### config.mk
export PLATFORM = sky130hd
export DESIGN_NAME = knn_dist
export DESIGN_NICKNAME = d
export VERILOG_FILES = /design/src/knn_pkg.sv /design/src/knn_dist.sv
export SDC_FILE = /design/constraint.sdc
export NUM_CORES = 1
export LEC_CHECK = 0
export BUFFER_PORTS_ARGS = -buffer_cell sky130_fd_sc_hd__buf_2
export CORE_MARGIN = 2
export CORE_UTILIZATION = 25
export DETAILED_ROUTE_END_ITERATION = 7
export SETUP_SLACK_MARGIN = 0.5
export SLEW_MARGIN = 40
export SYNTH_ARGS = -nofsm -noshare
export SYNTH_HDL_FRONTEND = slang
export SYNTH_SLANG_ARGS = --single-unit
export TNS_END_PERCENT = 1
### constraint.sdc
create_clock -name clk_i -period 10.8 [get_ports clk_i]
set_clock_uncertainty 0.15 [all_clocks]
set_input_delay 0.54 -clock clk_i [delete_from_list [all_inputs] [get_ports clk_i]]
set_output_delay 0.54 -clock clk_i [all_outputs]
set_load 0.1 [all_outputs]
### src/knn_pkg.sv
package knn_pkg;
  localparam logic [1:0] OP_LOAD     = 2'd0;
  localparam logic [1:0] OP_CLASSIFY = 2'd1;
  localparam logic [1:0] OP_CLEAR    = 2'd2;
  localparam int unsigned NUM_FEAT   = 8;
  localparam int unsigned FEAT_W     = 16;
  localparam int unsigned LABEL_W    = 5;
  localparam int unsigned CNT_W      = 16;
  localparam logic [CNT_W-1:0] CNT_MAX = '1;
  localparam logic [0:0] REG_NEIGHBOR_COUNT = 1'b0;

  typedef struct packed {
    logic [LABEL_W-1:0] pred;
    logic               ok;
    logic [CNT_W-1:0]   correct_total;
    logic [CNT_W-1:0]   tested_total;
  } result_t;
endpackage

### src/knn_dist.sv
// Squared distance accumulator: one feature per cycle through a single multiplier.
module knn_dist import knn_pkg::*; #(
  parameter int unsigned SAMPLE_BITS = 16,
  parameter int unsigned DIST_W = 35
) (
  input  logic                   clk_i,
  input  logic                   clr_i,
  input  logic                   en_i,
  input  logic [SAMPLE_BITS-1:0] a_i,
  input  logic [SAMPLE_BITS-1:0] b_i,
  output logic [DIST_W-1:0]      sum_o
);
  logic [SAMPLE_BITS-1:0]   diff;
  logic [2*SAMPLE_BITS-1:0] sq_q;
  logic                     sq_vld_q;
  logic [DIST_W-1:0]        sum_q;

  assign diff = (a_i >= b_i) ? a_i - b_i : b_i - a_i;

  always_ff @(posedge clk_i) begin
    sq_q     <= diff * diff;
    sq_vld_q <= en_i;
    if (clr_i) sum_q <= '0;
    else if (sq_vld_q) sum_q <= sum_q + DIST_W'(sq_q);
  end

  assign sum_o = sum_q;
endmodule

==> metrics.md <==
| Metric | Value |
|---|---|
| First-pass GRT wire length | `50300 um` |
| Hold Path End | `sq_vld_q` |
| Ports | `70` |
| Reg2Reg Depth | `10` |
| Hold Crit Class | `primary input to flip-flop` |
| R2r endpoint | `sum_o[33]` |
| Via Count | `9527` |
| Die height | `226 um` |
| Worst Tran Pin Value | `0.758 ns` |
| Placer Congestion | `0.886` |
| Setup bufs post-CTS | `0` |
| Vias/cell | `4.46` |
| Tmin final | `9.14 ns` |
| Syn avg cell area | `8.68 um^2` |
| DR iter-0 viols | `579` |
| Yosys reg bits | `67` |
| Clock Latency Late Sink | `0.33 ns` |
| Commonest non-fill, non-tap cells in the layout | `276 x inv_1, 164 x fa_1, 164 x ha_1, 119 x nor2_1, 101 x nand2_1` |
| Buffers on Ports | `69` |
| Yosys Warn Count | `0` |
| Max stage delay on crit path | `0.62 ns` |
| Nets | `1832` |
| Syn nets | `1780` |
| Most used cell, CP | `inv_1` |
| Wire per inst | `13.9 um` |
| Most common cell after layout, fill and taps aside | `inv_1` |
| Max Freq | `109 MHz` |
| Final Setup Violations | `0` |
| Number of core rows | `81` |
| Fillers | `5272` |
| CTS root buffer | `clkbuf_16` |
| Gr usage total | `12.1%` |
| Final Hold Fails | `0` |
| Residual DRC | `0` |
| Synth Flop Type | `dfxtp_1` |
| Sequential share of the synthesized area | `10.9%` |
| Hold Path Depth | `1` |
| DIE AREA | `51000 um^2` |
| Post-CTS Hold Buffers | `0` |
| Distinct cells, synth | `78` |
| CP Class | `primary input to flip-flop` |
| Syn Inst Count | `1417` |
| Total gr overflow | `0` |
| Die Wd | `226 um` |
| CP Capture Type | `flip-flop` |
| Post-DRT Antenna Nets | `0` |
| RSZ-0062 raised after global routing | `no` |
| WP data required | `10.87 ns` |
| Drt first pass iters | `5` |
| Final core utilization | `28.0%` |
| TritonCTS clock tree | `built` |
| Starting density of the core | `25.2%` |
| Asr flop ratio synth | `0%` |
| H-tree Lvls | `3` |
| CTS resizes | `0` |
| Total core area | `48700 um^2` |
| Final worst-path cycle share | `84.6%` |
| Maxcap violations | `0` |
| Worst-path fanout max | `18` |
| N_diodes | `0` |
| Pins Over Slew Limit | `0` |
| Cell Area, Synth | `12300 um^2` |
| Reg-to-Reg Start | `sum_o[2]` |
| Setup ws final | `1.66 ns` |
| Hold Startpoint | `en_i` |
| Hpwl dp | `25400 um` |
| Placement Setup Slack | `1.41 ns` |
| Worst-path clk slew | `0.06 ns` |
| Share of layout cells above drive strength 1 | `9.23%` |
| Initial antenna violation count | `0` |
| Status | `finished, final reports clean` |
| EDFF count, synth | `0` |
| Largest net degree at the start of global routing | `48` |
| Clock sink count | `67` |
| Clock buffer count from CTS | `9` |
| Max-slew headroom | `48.9%` |
| Clock buffer depth | `2` |
| Final wirelength | `29700 um` |
| Worst Setup Start Kind | `primary input` |
| Worst reg-to-reg setup slack | `7.37 ns` |
| Crit path DAT | `9.21 ns` |
| Layout area overhead | `10.9%` |
| Fin Setup TNS | `0 ns` |
| Vias in the first global route | `9936` |
| Slowest-stage cell, CP | `ha_1` |
==> state kept, by name (all words and copies together) (netlist names) <==
name,flops
sum_o,35
sq_q,31
sq_vld_q,1
==> layout make-up <==
type / instances / area [um^2] / area share, %
clock buffer: 9 / 225 / 1.65
multi-input combinational: 1031 / 9690 / 71.1
timing repair buffer: 79 / 420 / 3.08
inverter: 281 / 1060 / 7.75
sequential: 67 / 1350 / 9.86
clock inverter: 7 / 68.8 / 0.505
tap: 664 / 831 / 6.09
==> kinds of logic (layout without fill, tap and decap cells) <==
family,after synthesis,in the layout,share of synthesized area (%)
AO/OA/AOI/OAI,255,255,14.0
buffers and inverters,319,376,10.3
XOR/XNOR,82,82,6.36
AND/OR/NAND/NOR,340,340,12.8
flip-flops,67,67,10.9
multiplexers,26,26,2.21
adder cells (fa/ha/maj),328,328,43.4
==> synthesized netlist by cell type, types with 4 or more instances <==
cell	count	area share, %
a21oi_2	4	0.28
a21o_1	48	2.9
inv_1	276	8.4
a21oi_1	68	2.8
nor3b_1	4	0.24
clkbuf_1	14	0.43
nor2b_1	9	0.46
nand2_1	101	3.1
dfxtp_1	67	11
xnor2_2	4	0.53
xor2_1	32	2.3
nand3b_1	5	0.31
buf_2	12	0.49
nand3_1	23	0.94
o21ai_0	37	1.5
nand2b_1	25	1.3
o22ai_1	7	0.36
xnor2_1	43	3.1
a31oi_1	10	0.51
o21bai_1	7	0.43
inv_2	4	0.12
o31ai_1	5	0.31
fa_1	164	27
nor3_1	14	0.57
o211ai_1	4	0.24
mux2i_1	21	1.7
nand4_1	12	0.61
buf_6	5	0.46
ha_1	164	17
a211oi_1	16	0.98
o21a_1	13	0.79
and3_1	8	0.41
nor2_1	119	3.6
==> critical path, delay by kind of cell <==
| kind | cells | cell delay [ns] |
|---|---|---|
| adders and majority gates | 8 | 4.00 |
| AOI/OAI and AO/OA | 5 | 1.61 |
| and+or+nand+nor | 7 | 1.40 |
| buffers and inverters | 8 | 0.76 |
| xor gates and xnor gates | 2 | 0.58 |
| muxes | 1 | 0.30 |
==> metrics by stage <==
stage | instance area, um^2 | instances | hold WS (ns)
floorplan | 12300 | 1417 | 0.386
finish | 13600 | 2138 | 0.154
global placement | 13300 | 2121 | 0.341
detailed placement | 13300 | 2121 | 0.348
global route | 13600 | 2138 | 0.146
CTS | 13600 | 2137 | 0.142
==> worst max-delay path by stage <==
stage / startpoint / slack, ns / endpoint / depth (start not counted)
after global placement: a_i[0] / 1.65 / sq_q[28] / 34
after global routing: a_i[0] / 1.22 / sq_q[28] / 31
after detailed placement: a_i[0] / 1.41 / sq_q[18] / 31
after CTS: a_i[0] / 1.73 / sq_q[18] / 31
after floorplan: a_i[0] / 2.65 / sq_q[18] / 34
final: a_i[0] / 1.66 / sq_q[18] / 31
==> per-layer routing <==
layer,wire (um),global-route usage [%],up-vias
li1,-,-,4686
met1,13700,16.3,4549
met2,13800,20.5,262
met3,1690,1.60,30
met4,444,2.61,0
met5,0,0,-
Power is not shown: default switching activity piles up to over one toggle a cycle in this logic, so the estimate is an artifact.
